$ cat src/rtl/core/mfcs_pkg.sv
`timescale 1ns / 1ps
// ----------------------------------------------------------------------------
// mfcs_pkg: shared types and constants of the filled circle span generator
// Request payload type, radius limit, span budget and queue sizing.
// ----------------------------------------------------------------------------
package mfcs_pkg;

	// field widths
	localparam int COORD_W = 10;
	localparam int RAD_W   = 5;
	localparam int COLOR_W = 16;
	localparam int SPAN_W  = 12;
	localparam int TERM_W  = 10;

	// largest radius walked; larger requests saturate here
	localparam logic [RAD_W-1:0] MAX_RADIUS = 5'd20;

	// span budget per circle and spans produced by one walk step
	localparam int MAX_SPANS      = 64;
	localparam int SPANS_PER_STEP = 4;
	localparam int CNT_W          = 7;

	// request queue between front and back
	localparam int QDEPTH = 2;
	localparam int QPTR_W = 1;
	localparam int QCNT_W = 2;

	// classified circle request
	typedef struct packed {
		logic [COORD_W-1:0] center_x;
		logic [COORD_W-1:0] center_y;
		logic [RAD_W-1:0]   radius;
		logic [COLOR_W-1:0] color;
	} circle_req_t;

endpackage

$ cat src/rtl/core/mfcs_if.sv
`timescale 1ns / 1ps
// ----------------------------------------------------------------------------
// mfcs_if: request and span channels
// Valid/ready channels carrying one circle request and one fill span.
// ----------------------------------------------------------------------------
interface mfcs_req_if;
	logic        valid;
	logic        ready;
	logic [9:0]  center_x;
	logic [9:0]  center_y;
	logic [4:0]  radius;
	logic [15:0] color;

	modport source (output valid, center_x, center_y, radius, color, input ready);
	modport sink   (input valid, center_x, center_y, radius, color, output ready);
endinterface

interface mfcs_span_if;
	logic               valid;
	logic               ready;
	logic signed [11:0] row;
	logic signed [11:0] x_start;
	logic signed [11:0] x_end;
	logic [15:0]        span_color;
	logic               last_span;

	modport source (output valid, row, x_start, x_end, span_color, last_span,
		input ready);
	modport sink   (input valid, row, x_start, x_end, span_color, last_span,
		output ready);
endinterface

$ cat src/rtl/core/midpoint_filled_circle_spans.sv
`timescale 1ns / 1ps
// ----------------------------------------------------------------------------
// midpoint_filled_circle_spans: filled circle to horizontal spans
// Turns one circle request into the inclusive row spans that cover the disc.
// ----------------------------------------------------------------------------
// Each request (center, radius, color) yields 3 + 4*k spans, where k is the
// number of midpoint walk steps (at most 14 at radius 20, so 59 spans), in
// the order bottom point, top point, center row, then four rows per step.
// The span sequencer emits one span per cycle into a registered output while
// the span sink is ready, and it takes the next request only once it is idle.
// Requests are taken into a clamp stage and a two-entry queue while the
// sequencer is busy, so intake only stalls once both are full. Radii above
// 20 are clamped to 20.
module midpoint_filled_circle_spans (
	input  logic       clk,
	input  logic       arst_n,
	mfcs_req_if.sink   req,
	mfcs_span_if.source span
);
	import mfcs_pkg::*;

	logic        push_valid;
	logic        push_ready;
	circle_req_t push_data;
	logic        pop_valid;
	logic        pop_ready;
	circle_req_t pop_data;

	// request intake and radius clamp
	mfcs_front u_front (
		.clk        (clk),
		.arst_n     (arst_n),
		.req        (req),
		.push_valid (push_valid),
		.push_ready (push_ready),
		.push_data  (push_data)
	);

	// decoupling queue
	mfcs_queue u_queue (
		.clk        (clk),
		.arst_n     (arst_n),
		.push_valid (push_valid),
		.push_ready (push_ready),
		.push_data  (push_data),
		.pop_valid  (pop_valid),
		.pop_ready  (pop_ready),
		.pop_data   (pop_data)
	);

	// walk and span emission
	mfcs_back u_back (
		.clk       (clk),
		.arst_n    (arst_n),
		.pop_valid (pop_valid),
		.pop_ready (pop_ready),
		.pop_data  (pop_data),
		.span      (span)
	);

endmodule

$ cat src/rtl/core/mfcs_front.sv
`timescale 1ns / 1ps
// ----------------------------------------------------------------------------
// mfcs_front: request intake
// Takes circle requests, saturates the radius and hands them to the queue.
// ----------------------------------------------------------------------------
module mfcs_front (
	input  logic                clk,
	input  logic                arst_n,
	mfcs_req_if.sink            req,
	output logic                push_valid,
	input  logic                push_ready,
	output mfcs_pkg::circle_req_t push_data
);
	import mfcs_pkg::*;

	logic        req_s1_valid;
	circle_req_t req_s1;
	logic [RAD_W-1:0] rad_sat;

	// radius clamp
	assign rad_sat = (req.radius > MAX_RADIUS) ? MAX_RADIUS : req.radius;

	// stage accepts when empty or draining into the queue
	assign req.ready = !req_s1_valid || push_ready;

	always_ff @(posedge clk or negedge arst_n) begin
		if (!arst_n) begin
			req_s1_valid <= 1'b0;
		end else if (req.ready) begin
			req_s1_valid <= req.valid;
		end
	end

	always_ff @(posedge clk) begin
		if (req.ready && req.valid) begin
			req_s1.center_x <= req.center_x;
			req_s1.center_y <= req.center_y;
			req_s1.radius   <= rad_sat;
			req_s1.color    <= req.color;
		end
	end

	assign push_valid = req_s1_valid;
	assign push_data  = req_s1;

endmodule

$ cat src/rtl/core/mfcs_queue.sv
`timescale 1ns / 1ps
// ----------------------------------------------------------------------------
// mfcs_queue: request queue
// Two-entry flop queue decoupling request intake from span generation.
// ----------------------------------------------------------------------------
module mfcs_queue (
	input  logic                clk,
	input  logic                arst_n,
	input  logic                push_valid,
	output logic                push_ready,
	input  mfcs_pkg::circle_req_t push_data,
	output logic                pop_valid,
	input  logic                pop_ready,
	output mfcs_pkg::circle_req_t pop_data
);
	import mfcs_pkg::*;

	circle_req_t       mem_q [QDEPTH];
	logic [QPTR_W-1:0] wptr_q;
	logic [QPTR_W-1:0] rptr_q;
	logic [QCNT_W-1:0] count_q;
	logic              do_push;
	logic              do_pop;

	assign push_ready = (count_q != QCNT_W'(QDEPTH));
	assign pop_valid  = (count_q != '0);
	assign do_push    = push_valid && push_ready;
	assign do_pop     = pop_valid && pop_ready;
	assign pop_data   = mem_q[rptr_q];

	// pointers and fill level
	always_ff @(posedge clk or negedge arst_n) begin
		if (!arst_n) begin
			wptr_q  <= '0;
			rptr_q  <= '0;
			count_q <= '0;
		end else begin
			if (do_push) wptr_q <= wptr_q + 1'b1;
			if (do_pop)  rptr_q <= rptr_q + 1'b1;
			case ({do_push, do_pop})
				2'b10:   count_q <= count_q + 1'b1;
				2'b01:   count_q <= count_q - 1'b1;
				default: count_q <= count_q;
			endcase
		end
	end

	// entry storage
	always_ff @(posedge clk) begin
		if (do_push) mem_q[wptr_q] <= push_data;
	end

endmodule

$ cat src/rtl/core/mfcs_back.sv
`timescale 1ns / 1ps
// ----------------------------------------------------------------------------
// mfcs_back: span sequencer
// Runs the midpoint circle walk for one request and emits one span a cycle while span.ready allows.
// ----------------------------------------------------------------------------
module mfcs_back (
	input  logic                clk,
	input  logic                arst_n,
	input  logic                pop_valid,
	output logic                pop_ready,
	input  mfcs_pkg::circle_req_t pop_data,
	mfcs_span_if.source         span
);
	import mfcs_pkg::*;

	// sequencer phases
	localparam logic [2:0] PH_IDLE = 3'd0;
	localparam logic [2:0] PH_BOT  = 3'd1;
	localparam logic [2:0] PH_TOP  = 3'd2;
	localparam logic [2:0] PH_MID  = 3'd3;
	localparam logic [2:0] PH_W0   = 3'd4;
	localparam logic [2:0] PH_W1   = 3'd5;
	localparam logic [2:0] PH_W2   = 3'd6;
	localparam logic [2:0] PH_W3   = 3'd7;

	localparam logic [CNT_W-1:0] CNT_LIMIT = CNT_W'(MAX_SPANS - SPANS_PER_STEP);

	logic [2:0]                phase_q;
	logic [COORD_W-1:0]        x0_q;
	logic [COORD_W-1:0]        y0_q;
	logic [COLOR_W-1:0]        color_q;
	logic [RAD_W-1:0]          cx_q;
	logic [RAD_W-1:0]          cy_q;
	logic signed [TERM_W-1:0]  d_q;
	logic signed [TERM_W-1:0]  dx_q;
	logic signed [TERM_W-1:0]  dy_q;
	logic [CNT_W-1:0]          cnt_q;

	logic                      out_valid_q;
	logic signed [SPAN_W-1:0]  row_q;
	logic signed [SPAN_W-1:0]  xs_q;
	logic signed [SPAN_W-1:0]  xe_q;
	logic [COLOR_W-1:0]        ocolor_q;
	logic                      last_q;

	logic                      fire;
	logic                      cont;
	logic                      step_end;
	logic [CNT_W-1:0]          cnt_next;
	logic signed [SPAN_W-1:0]  x0_e, y0_e, cx_e, cy_e;
	logic signed [SPAN_W-1:0]  row_c, xs_c, xe_c;

	assign pop_ready = (phase_q == PH_IDLE);
	assign fire      = (phase_q != PH_IDLE) && (!out_valid_q || span.ready);
	assign cnt_next  = cnt_q + 1'b1;
	assign step_end  = (phase_q == PH_MID) || (phase_q == PH_W3);
	// another walk step only while below the diagonal and the budget has room
	assign cont      = (cx_q < cy_q) && (cnt_next <= CNT_LIMIT);

	assign x0_e = $signed({2'b00, x0_q});
	assign y0_e = $signed({2'b00, y0_q});
	assign cx_e = $signed({7'b0, cx_q});
	assign cy_e = $signed({7'b0, cy_q});

	// span of the current phase
	always_comb begin
		row_c = y0_e;
		xs_c  = x0_e;
		xe_c  = x0_e;
		case (phase_q)
			PH_BOT: row_c = y0_e + cy_e;
			PH_TOP: row_c = y0_e - cy_e;
			PH_MID: begin
				xs_c = x0_e - cy_e;
				xe_c = x0_e + cy_e;
			end
			PH_W0: begin
				row_c = y0_e - cy_e;
				xs_c  = x0_e - cx_e;
				xe_c  = x0_e + cx_e;
			end
			PH_W1: begin
				row_c = y0_e + cy_e;
				xs_c  = x0_e - cx_e;
				xe_c  = x0_e + cx_e;
			end
			PH_W2: begin
				row_c = y0_e - cx_e;
				xs_c  = x0_e - cy_e;
				xe_c  = x0_e + cy_e;
			end
			PH_W3: begin
				row_c = y0_e + cx_e;
				xs_c  = x0_e - cy_e;
				xe_c  = x0_e + cy_e;
			end
			default: row_c = y0_e;
		endcase
	end

	// phase sequencing and walk control
	always_ff @(posedge clk or negedge arst_n) begin
		if (!arst_n) begin
			phase_q <= PH_IDLE;
			cnt_q   <= '0;
		end else if (phase_q == PH_IDLE) begin
			if (pop_valid) begin
				phase_q <= PH_BOT;
				cnt_q   <= '0;
			end
		end else if (fire) begin
			cnt_q <= cnt_next;
			case (phase_q)
				PH_BOT:        phase_q <= PH_TOP;
				PH_TOP:        phase_q <= PH_MID;
				PH_W0:         phase_q <= PH_W1;
				PH_W1:         phase_q <= PH_W2;
				PH_W2:         phase_q <= PH_W3;
				PH_MID, PH_W3: phase_q <= cont ? PH_W0 : PH_IDLE;
				default:       phase_q <= PH_IDLE;
			endcase
		end
	end

	// walk terms
	always_ff @(posedge clk) begin
		if (phase_q == PH_IDLE && pop_valid) begin
			x0_q    <= pop_data.center_x;
			y0_q    <= pop_data.center_y;
			color_q <= pop_data.color;
			cx_q    <= '0;
			cy_q    <= pop_data.radius;
			dx_q    <= TERM_W'(3);
			dy_q    <= $signed(TERM_W'(2)) - $signed({4'b0, pop_data.radius, 1'b0});
			d_q     <= $signed(TERM_W'(1)) - $signed({5'b0, pop_data.radius});
		end else if (fire && step_end && cont) begin
			cx_q <= cx_q + 1'b1;
			dx_q <= dx_q + TERM_W'(2);
			if (d_q < 0) begin
				d_q <= d_q + dx_q;
			end else begin
				d_q  <= d_q + dx_q + dy_q;
				dy_q <= dy_q + TERM_W'(2);
				cy_q <= cy_q - 1'b1;
			end
		end
	end

	// output span register
	always_ff @(posedge clk or negedge arst_n) begin
		if (!arst_n) begin
			out_valid_q <= 1'b0;
		end else if (fire) begin
			out_valid_q <= 1'b1;
		end else if (span.ready) begin
			out_valid_q <= 1'b0;
		end
	end

	always_ff @(posedge clk) begin
		if (fire) begin
			row_q    <= row_c;
			xs_q     <= xs_c;
			xe_q     <= xe_c;
			ocolor_q <= color_q;
			last_q   <= step_end && !cont;
		end
	end

	assign span.valid      = out_valid_q;
	assign span.row        = row_q;
	assign span.x_start    = xs_q;
	assign span.x_end      = xe_q;
	assign span.span_color = ocolor_q;
	assign span.last_span  = last_q;

endmodule
$ cat src/flat_wrapper.sv
// flat-port wrapper written by rule: the top's interface ports become plain ports
module midpoint_filled_circle_spans_flat import mfcs_pkg::*;
  (clk, arst_n, req_valid, req_center_x, req_center_y, req_radius, req_color, req_ready, span_valid, span_row, span_x_start, span_x_end, span_span_color, span_last_span, span_ready);
  mfcs_req_if req_i ();
  mfcs_span_if span_i ();
  input  logic clk;
  input  logic arst_n;
  input wire logic [$bits(req_i.valid)-1:0] req_valid;
  input wire logic [$bits(req_i.center_x)-1:0] req_center_x;
  input wire logic [$bits(req_i.center_y)-1:0] req_center_y;
  input wire logic [$bits(req_i.radius)-1:0] req_radius;
  input wire logic [$bits(req_i.color)-1:0] req_color;
  output wire logic [$bits(req_i.ready)-1:0] req_ready;
  output wire logic [$bits(span_i.valid)-1:0] span_valid;
  output wire logic [$bits(span_i.row)-1:0] span_row;
  output wire logic [$bits(span_i.x_start)-1:0] span_x_start;
  output wire logic [$bits(span_i.x_end)-1:0] span_x_end;
  output wire logic [$bits(span_i.span_color)-1:0] span_span_color;
  output wire logic [$bits(span_i.last_span)-1:0] span_last_span;
  input wire logic [$bits(span_i.ready)-1:0] span_ready;
  assign req_i.valid = req_valid;
  assign req_i.center_x = req_center_x;
  assign req_i.center_y = req_center_y;
  assign req_i.radius = req_radius;
  assign req_i.color = req_color;
  assign req_ready = req_i.ready;
  assign span_valid = span_i.valid;
  assign span_row = span_i.row;
  assign span_x_start = span_i.x_start;
  assign span_x_end = span_i.x_end;
  assign span_span_color = span_i.span_color;
  assign span_last_span = span_i.last_span;
  assign span_i.ready = span_ready;
  midpoint_filled_circle_spans u_core (.clk(clk), .arst_n(arst_n), .req(req_i), .span(span_i));
endmodule
$ cat config.mk
export PLATFORM = sky130hd
export DESIGN_NAME = midpoint_filled_circle_spans_flat
export DESIGN_NICKNAME = d
export VERILOG_FILES = /design/src/rtl/core/mfcs_pkg.sv /design/src/rtl/core/mfcs_if.sv /design/src/rtl/core/midpoint_filled_circle_spans.sv /design/src/rtl/core/mfcs_front.sv /design/src/rtl/core/mfcs_queue.sv /design/src/rtl/core/mfcs_back.sv /design/src/flat_wrapper.sv
export SDC_FILE = /design/constraint.sdc
export NUM_CORES = 1
export LEC_CHECK = 0
export BUFFER_PORTS_ARGS = -buffer_cell sky130_fd_sc_hd__buf_2
export CORE_MARGIN = 1
export CORE_UTILIZATION = 50
export CTS_CLUSTER_DIAMETER = 80
export DETAILED_ROUTE_END_ITERATION = 12
export PLACE_DENSITY_LB_ADDON = 0.15
export SYNTH_ARGS = -nofsm -noshare
export SYNTH_HDL_FRONTEND = slang
export SYNTH_SLANG_ARGS = --single-unit
$ cat constraint.sdc
create_clock -name clk -period 4.15 [get_ports clk]
set_input_delay 0.6225 -clock clk [delete_from_list [all_inputs] [get_ports clk]]
set_output_delay 0.6225 -clock clk [all_outputs]
set_load 0.1 [all_outputs]
==> results of run 1 <==
-- synthesized netlist by cell type, types with 3 or more instances --
cell      instances  area share
nand2_1          48       0.015
nor2_1           63       0.020
xnor2_1          38       0.028
fa_1              7       0.012
dfxtp_1          14       0.023
and2_1            8      0.0042
nor2b_1          10      0.0052
ha_1             55       0.057
a21boi_0          3      0.0019
a21oi_1          44       0.018
buf_2             4      0.0017
buf_1             4      0.0012
and3_1           10      0.0052
a21o_1           13      0.0081
clkbuf_1         16      0.0050
nand3_1          23      0.0096
a22o_1            4      0.0029
nor3_1           12      0.0050
o21ai_0          59       0.025
xor2_1           32       0.023
inv_1            44       0.014
mux2_2           38       0.036
edfxtp_1        233        0.58
mux2i_1          14       0.012
nand4_1           6      0.0031
or2_2             4      0.0021
buf_4             3      0.0019
o311ai_0          4      0.0029
nand2b_1         11      0.0057
o21ai_1           3      0.0012
dfrtp_1          16       0.033
o31ai_1           3      0.0019
o21bai_1          3      0.0019
-- worst max-delay path by stage --
stage / from / endpoint / slack (ns) / cells past startpoint
3_3_place_gp: u_core.u_back.d_q[1]$_DFFE_PP_ / u_core.u_back.d_q[9]$_DFFE_PP_ / 0.75 / 13
6_report: u_core.u_back.d_q[1]$_DFFE_PP_ / u_core.u_back.d_q[9]$_DFFE_PP_ / 0.73 / 13
3_5_place_dp: u_core.u_back.d_q[1]$_DFFE_PP_ / u_core.u_back.d_q[9]$_DFFE_PP_ / 0.75 / 13
4_1_cts: u_core.u_back.d_q[1]$_DFFE_PP_ / u_core.u_back.d_q[9]$_DFFE_PP_ / 0.75 / 13
2_1_floorplan: u_core.u_back.span.valid$_DFFE_PN0P_ / u_core.u_back.cnt_q[3]$_DFFE_PN0P_ / 0.82 / 6
5_1_grt: u_core.u_back.d_q[1]$_DFFE_PP_ / u_core.u_back.d_q[9]$_DFFE_PP_ / 0.42 / 13
-- state kept, by name (all words and copies together) (netlist names) --
signal,cells
u_core.u_back.cnt_q,7
u_core.u_back.color_q,16
u_core.u_back.cx_q,5
u_core.u_back.cy_q,5
u_core.u_back.d_q,10
u_core.u_back.dx_q,9
u_core.u_back.dy_q,9
u_core.u_back.phase_q,3
u_core.u_back.span.last_span,1
u_core.u_back.span.row,12
u_core.u_back.span.span_color,16
u_core.u_back.span.valid,1
u_core.u_back.span.x_end,11
u_core.u_back.span.x_start,10
u_core.u_back.x0_q,10
u_core.u_back.y0_q,10
u_core.u_front.push_data,41
u_core.u_front.push_valid,1
u_core.u_queue.count_q,2
u_core.u_queue.mem_q,82
u_core.u_queue.rptr_q,1
u_core.u_queue.wptr_q,1
-- final cells by class --
type	count	area, µm²	area share
Tap cell	319	399	0.0289
Antenna cell	1	2.50	0.000181
Sequential cell	263	7680	0.556
Timing Repair Buffer	109	576	0.0417
Clock buffer	31	712	0.0516
Clock inverter	21	205	0.0149
Inverter	45	169	0.0122
Multi-Input combinational cell	557	4060	0.294
-- repair_timing --
| action | in CTS | in global routing |
|---|---|---|
| hold buffers | 1 | 0 |
| hold endpoints to repair | 5 | 0 |
| resized for setup | 0 | 0 |
-- per-stage QoR --
stage          worst slack (ns)  instance area [µm²]  hold WS (ns)
5_1_grt                   0.415                13800         0.207
3_5_place_dp              0.752                12900         0.405
2_1_floorplan             0.823                12000         0.327
3_3_place_gp              0.746                12900         0.402
6_report                  0.727                13800         0.229
4_1_cts                   0.753                13800         0.210
-- worst max-delay path, stage by stage, from the launching register on --
cell      delay [ns]
edfxtp_1        0.42
ha_1            0.31
a21o_1          0.15
a21oi_1         0.27
o21ai_0         0.19
xor2_1          0.28
ha_1            0.31
and2_1          0.16
o21ai_0         0.13
o21ai_0         0.13
o41ai_1         0.35
mux2i_1         0.26
xnor2_1         0.13
o21ai_0         0.09
-- per-layer routing --
layer	vias to the layer above	part of all wire	track usage	wire length (µm)
li1	3506	-	-	-
met1	3314	0.49	0.261	10600
met2	126	0.45	0.281	9620
met3	28	0.040	0.0308	864
met4	0	0.019	0.0425	404
met5	-	0	0	0
-- cells by family (layout without fill, tap and decap cells) --
family / Yosys count / count (layout)
xor+xnor: 70 / 70
simple gates: 209 / 209
fa+ha+maj: 62 / 62
compound gates: 163 / 163
flops: 263 / 263
buf+inv: 73 / 206
mux: 52 / 52
other cells: 1 / 2
==> results_dict.tcl, run 1 <==
set metrics [dict create \
    drv_cap 0 \
    root_buffer "clkbuf_16" \
    r2r_cells 13 \
    synth-xor-area-share 0.0510 \
    io_buffers 98 \
    antenna_found_initial 0 \
    cts.sinks 263 \
    synthFlopType "edfxtp_1" \
    cp.arrival_ns 3.71 \
    grt_pass1_wl_um 34600 \
    route.detailed.drc 0 \
    cts_buffers 28 \
    grt_pass1_vias 6822 \
    slew_viol_final 0 \
    post-cts-setup-buffers 0 \
    nFillCells 1902 \
    rrSetupSlack_ns 0.73 \
    tns_ns 0 \
    cts.reportedPaths.clkPinSlew_ns 0.06 \
    clk_latency_ns 0.56 \
    slew-limit-headroom 0.311 \
    fmax_mhz 292 \
    rows 56 \
    synth_compound_area_frac 0.0834 \
    ys_ff_latch 263 \
    ys_seq_area_frac 0.639 \
    areaGrowthSynthToFinish_pct 14.8 \
    wirelength_um 21500 \
    grt_overflow 0 \
    nets 1111 \
    fin_crit_ns 3.42 \
    r2r_end "u_core.u_back.d_q[9]$_DFFE_PP_" \
    htree_num_levels 1 \
    async_reset_ff_frac 0.0608 \
    finClkSkew_ns 0.0379 \
    drive_above_1_share 0.200 \
    period_share 0.825 \
    timing.rr.start "u_core.u_back.d_q[1]$_DFFE_PP_" \
    die_h_um 157 \
    outcome "finished, final reports clean" \
    synth-simple-area-share 0.0860 \
    rsz0062_at_grt "false" \
    netlist_area_um2 12000 \
    tightest_slew_ns 1.03 \
    hold_violations 0 \
    yosys_warnings 0 \
    worst_hold_startpoint "req_color[2]" \
    min_path_cells 1 \
    placed_cells 1292 \
    ant_nets 0 \
    final_core_util 0.586 \
    synth_cell_types 66 \
    grt_max_degree 53 \
    dr.pass1.iters 4 \
    cp-start-kind "register" \
    required_ns 4.43 \
    io_pins 100 \
    layout.cells.non_filler 1346 \
    syn_inst 893 \
    final_cell_mix "edfxtp_1 (233), buf_2 (98), nor2_1 (62)" \
    cp-end-kind "register" \
    layout_commonest_cell "edfxtp_1" \
    avgSynthCellArea_um2 13.5 \
    min_to "u_core.u_front.push_data[2]$_DFFE_PP_" \
    synth_edf_count 233 \
    cts.path.max_buffers 3 \
    dieArea_um2 24700 \
    synthMuxAreaShare 0.0472 \
    core_um2 23500 \
    place_hpwl_um 14600 \
    gp_congestion 0.820 \
    setup_viol 0 \
    syn_nets 1000 \
    worstPathMaxFanout 3 \
    drt_iter0_drc 349 \
    die_w_um 157 \
    path_class "register to register" \
    vias_per_cell 5.18 \
    cts_tree "built" \
    start_util 0.511 \
    grt_usage 0.179 \
    synth_fa_ha_area_frac 0.0689 \
    wl_per_cell_um 16.0 \
    synth_top_family_by_area "simple AND/OR/NAND/NOR gates" \
    hold_class "primary input to register" \
    vias 6974 \
]
Power of run 1 is not shown: default switching activity piles up to over one toggle a cycle in this logic, so the estimate is an artifact.
==> run 2: changes to the inputs <==
--- a/config.mk
+++ b/config.mk
@@ -5,6 +5,7 @@
 export SDC_FILE = /design/constraint.sdc
 export NUM_CORES = 1
 export LEC_CHECK = 0
+export ABC_AREA = 1
 export BUFFER_PORTS_ARGS = -buffer_cell sky130_fd_sc_hd__buf_2
 export CORE_MARGIN = 1
 export CORE_UTILIZATION = 50
==> constraint.sdc (replaced) <==
create_clock -name clk -period 2.95 [get_ports clk]
set_input_delay 0.4425 -clock clk [delete_from_list [all_inputs] [get_ports clk]]
set_output_delay 0.4425 -clock clk [all_outputs]
set_load 0.1 [all_outputs]
==> results_dict.tcl, run 2 <==
set metrics [dict create \
    synth_commonest_cells "nand2_1 (340), edfxtp_1 (233), inv_1 (135)" \
    die_h_um 160 \
    synth_cell_types 50 \
    layout.cells.non_filler 1666 \
    rrSetupSlack_ns 0.14 \
    worstPathMaxFanout 3 \
    layout_commonest_cell "nand2_1" \
    ys_seq_area_frac 0.615 \
    synth_top_family_by_area "simple AND/OR/NAND/NOR gates" \
    io_buffers 98 \
    avgSynthCellArea_um2 10.5 \
    drive_above_1_share 0.170 \
    io_pins 100 \
    clk_latency_ns 0.54 \
    start_util 0.512 \
    core_um2 24400 \
    synth-xor-area-share 0.0223 \
    finClkSkew_ns 0.0171 \
    hold_violations 0 \
    synth_compound_area_frac 0.0639 \
    wl_per_cell_um 15.0 \
    placed_cells 1612 \
    dr.pass1.iters 5 \
    fmax_mhz 355 \
    synth_edf_count 233 \
    cts_buffers 28 \
    slew-limit-headroom 0.432 \
    place_hpwl_um 17700 \
    cts.sinks 263 \
    yosys_warnings 0 \
    gp_congestion 0.885 \
    ant_nets 0 \
    final_cell_mix "nand2_1 (339), edfxtp_1 (233), inv_1 (132)" \
    dieArea_um2 25600 \
    largest_reg_flops 82 \
    netlist_area_um2 12500 \
    areaGrowthSynthToFinish_pct 16.7 \
    ys_ff_latch 263 \
    drt_iter0_drc 507 \
    vias 8452 \
    nFillCells 2074 \
    slowest_stage "fa_2" \
    path_class "register to register" \
    grt_pass1_vias 7907 \
    grt_usage 0.197 \
    setup_viol 0 \
    wirelength_um 25000 \
    die_w_um 160 \
    synth-simple-area-share 0.176 \
    rows 57 \
    drv_cap 0 \
    syn_inst 1191 \
    root_buffer "clkbuf_16" \
    syn_nets 1298 \
    antenna_found_initial 0 \
    synth_most_common_cell "nand2_1" \
    cp-start-kind "register" \
    yosys-top-cells-area "edfxtp_1 (56%), nand2_1 (10%), ha_1 (5.5%)" \
    fin_crit_ns 2.81 \
    grt_pass1_wl_um 40100 \
    outcome "finished, final reports clean" \
    route.detailed.drc 0 \
    cts_tree "built" \
    antenna_cells 0 \
    synthMuxAreaShare 0.00240 \
    slew_viol_final 0 \
    grt_max_degree 48 \
    vias_per_cell 5.07 \
    synth_fa_ha_area_frac 0.0663 \
    grt_overflow 0 \
    crit_path_cell_trace "fa_2 > ha_1 > inv_1 > fa_1 > nand3b_1 > nand3_1 > nand3_1 > nand2_1 > nand2_1 > nand3_1 > nand2_1 > nand3_1 > nand2_1" \
    cp-end-kind "register" \
    async_reset_ff_frac 0.0608 \
    htree_num_levels 1 \
    yosysTopAreaCellShare 0.560 \
    tightest_slew_ns 0.843 \
    required_ns 3.22 \
    synth_largest_area_cell "edfxtp_1" \
    synthFlopType "edfxtp_1" \
    cp.arrival_ns 3.09 \
    nets 1427 \
    hold_class "primary input to register" \
    cts.path.max_buffers 3 \
    slowest_delay_ns 0.62 \
    largest_register "u_core.u_queue.mem_q" \
    rsz0062_at_grt "true" \
    cts.reportedPaths.clkPinSlew_ns 0.06 \
    period_share 0.954 \
]
run 2: logic make-up after synthesis:
family | count (synthesis)
buffers and inverters | 173
flip-flops | 263
XOR/XNOR | 31
adder cells (fa/ha/maj) | 62
multiplexers | 3
other | 1
AO/OA/AOI/OAI | 141
AND/OR/NAND/NOR | 517
run 2: final cells by class:
| cell class | count | area, µm² | area share |
|---|---|---|---|
| tap | 324 | 405 | 0.0278 |
| sequential | 263 | 7680 | 0.527 |
| multi-input combinational | 755 | 4230 | 0.290 |
| clock buffer | 36 | 782 | 0.0537 |
| inverter | 148 | 556 | 0.0381 |
| timing repair buffer | 124 | 726 | 0.0498 |
| clock inverter | 16 | 198 | 0.0136 |
run 2: stage by stage:
step	utilization	TNS [ns]	instance area (µm²)	setup slack, ns	hold slack [ns]
final	0.598	0	14600	0.137	0.0745
after floorplan	-	0	12500	0.132	0.147
after global placement	0.553	0	13500	0.165	0.392
after global routing	0.598	-0.142	14600	-0.0918	0.0466
after detailed placement	0.553	0	13500	0.105	0.404
after CTS	0.594	0	14500	0.0808	0.0503
run 2: worst paths after layout:
check | start | endpoint | cells past startpoint
worst max-delay path | u_core.u_back.d_q[0]$_DFFE_PP_ | u_core.u_back.d_q[9]$_DFFE_PP_ | 13
max in group asynchronous | arst_n | u_core.u_back.phase_q[1]$_DFFE_PN0P_ | 2
worst min-delay path | req_center_x[2] | u_core.u_front.push_data[33]$_DFFE_PP_ | 1
worst min register to register | u_core.u_back.color_q[3]$_DFFE_PP_ | u_core.u_back.span.span_color[3]$_DFFE_PP_ | 0
worst max register to register | u_core.u_back.d_q[0]$_DFFE_PP_ | u_core.u_back.d_q[9]$_DFFE_PP_ | 13
min in group asynchronous | arst_n | u_core.u_queue.wptr_q$_DFFE_PN0P_ | 2
run 2: layer usage:
layer | up-vias | part of all wire | GRT usage
li1 | 4313 | - | -
met5 | - | 0 | 0
met2 | 158 | 0.47 | 0.328
met3 | 24 | 0.044 | 0.0299
met4 | 0 | 0.013 | 0.0450
met1 | 3957 | 0.47 | 0.273
run 2: what timing repair did:
item	in CTS	in global routing
hold endpoints to repair	16	0
setup buffers	0	1
setup endpoints to repair	0	13
resized for setup	0	23
hold buffers	1	0
run 2: critical path, delay by kind of cell (launching register included):
family        cells  cell delay [ns]
fa+ha+maj         3             1.22
buf+inv           1             0.06
flops             1             0.42
simple gates      9             0.85
Power of run 2 is left out for the same reason.
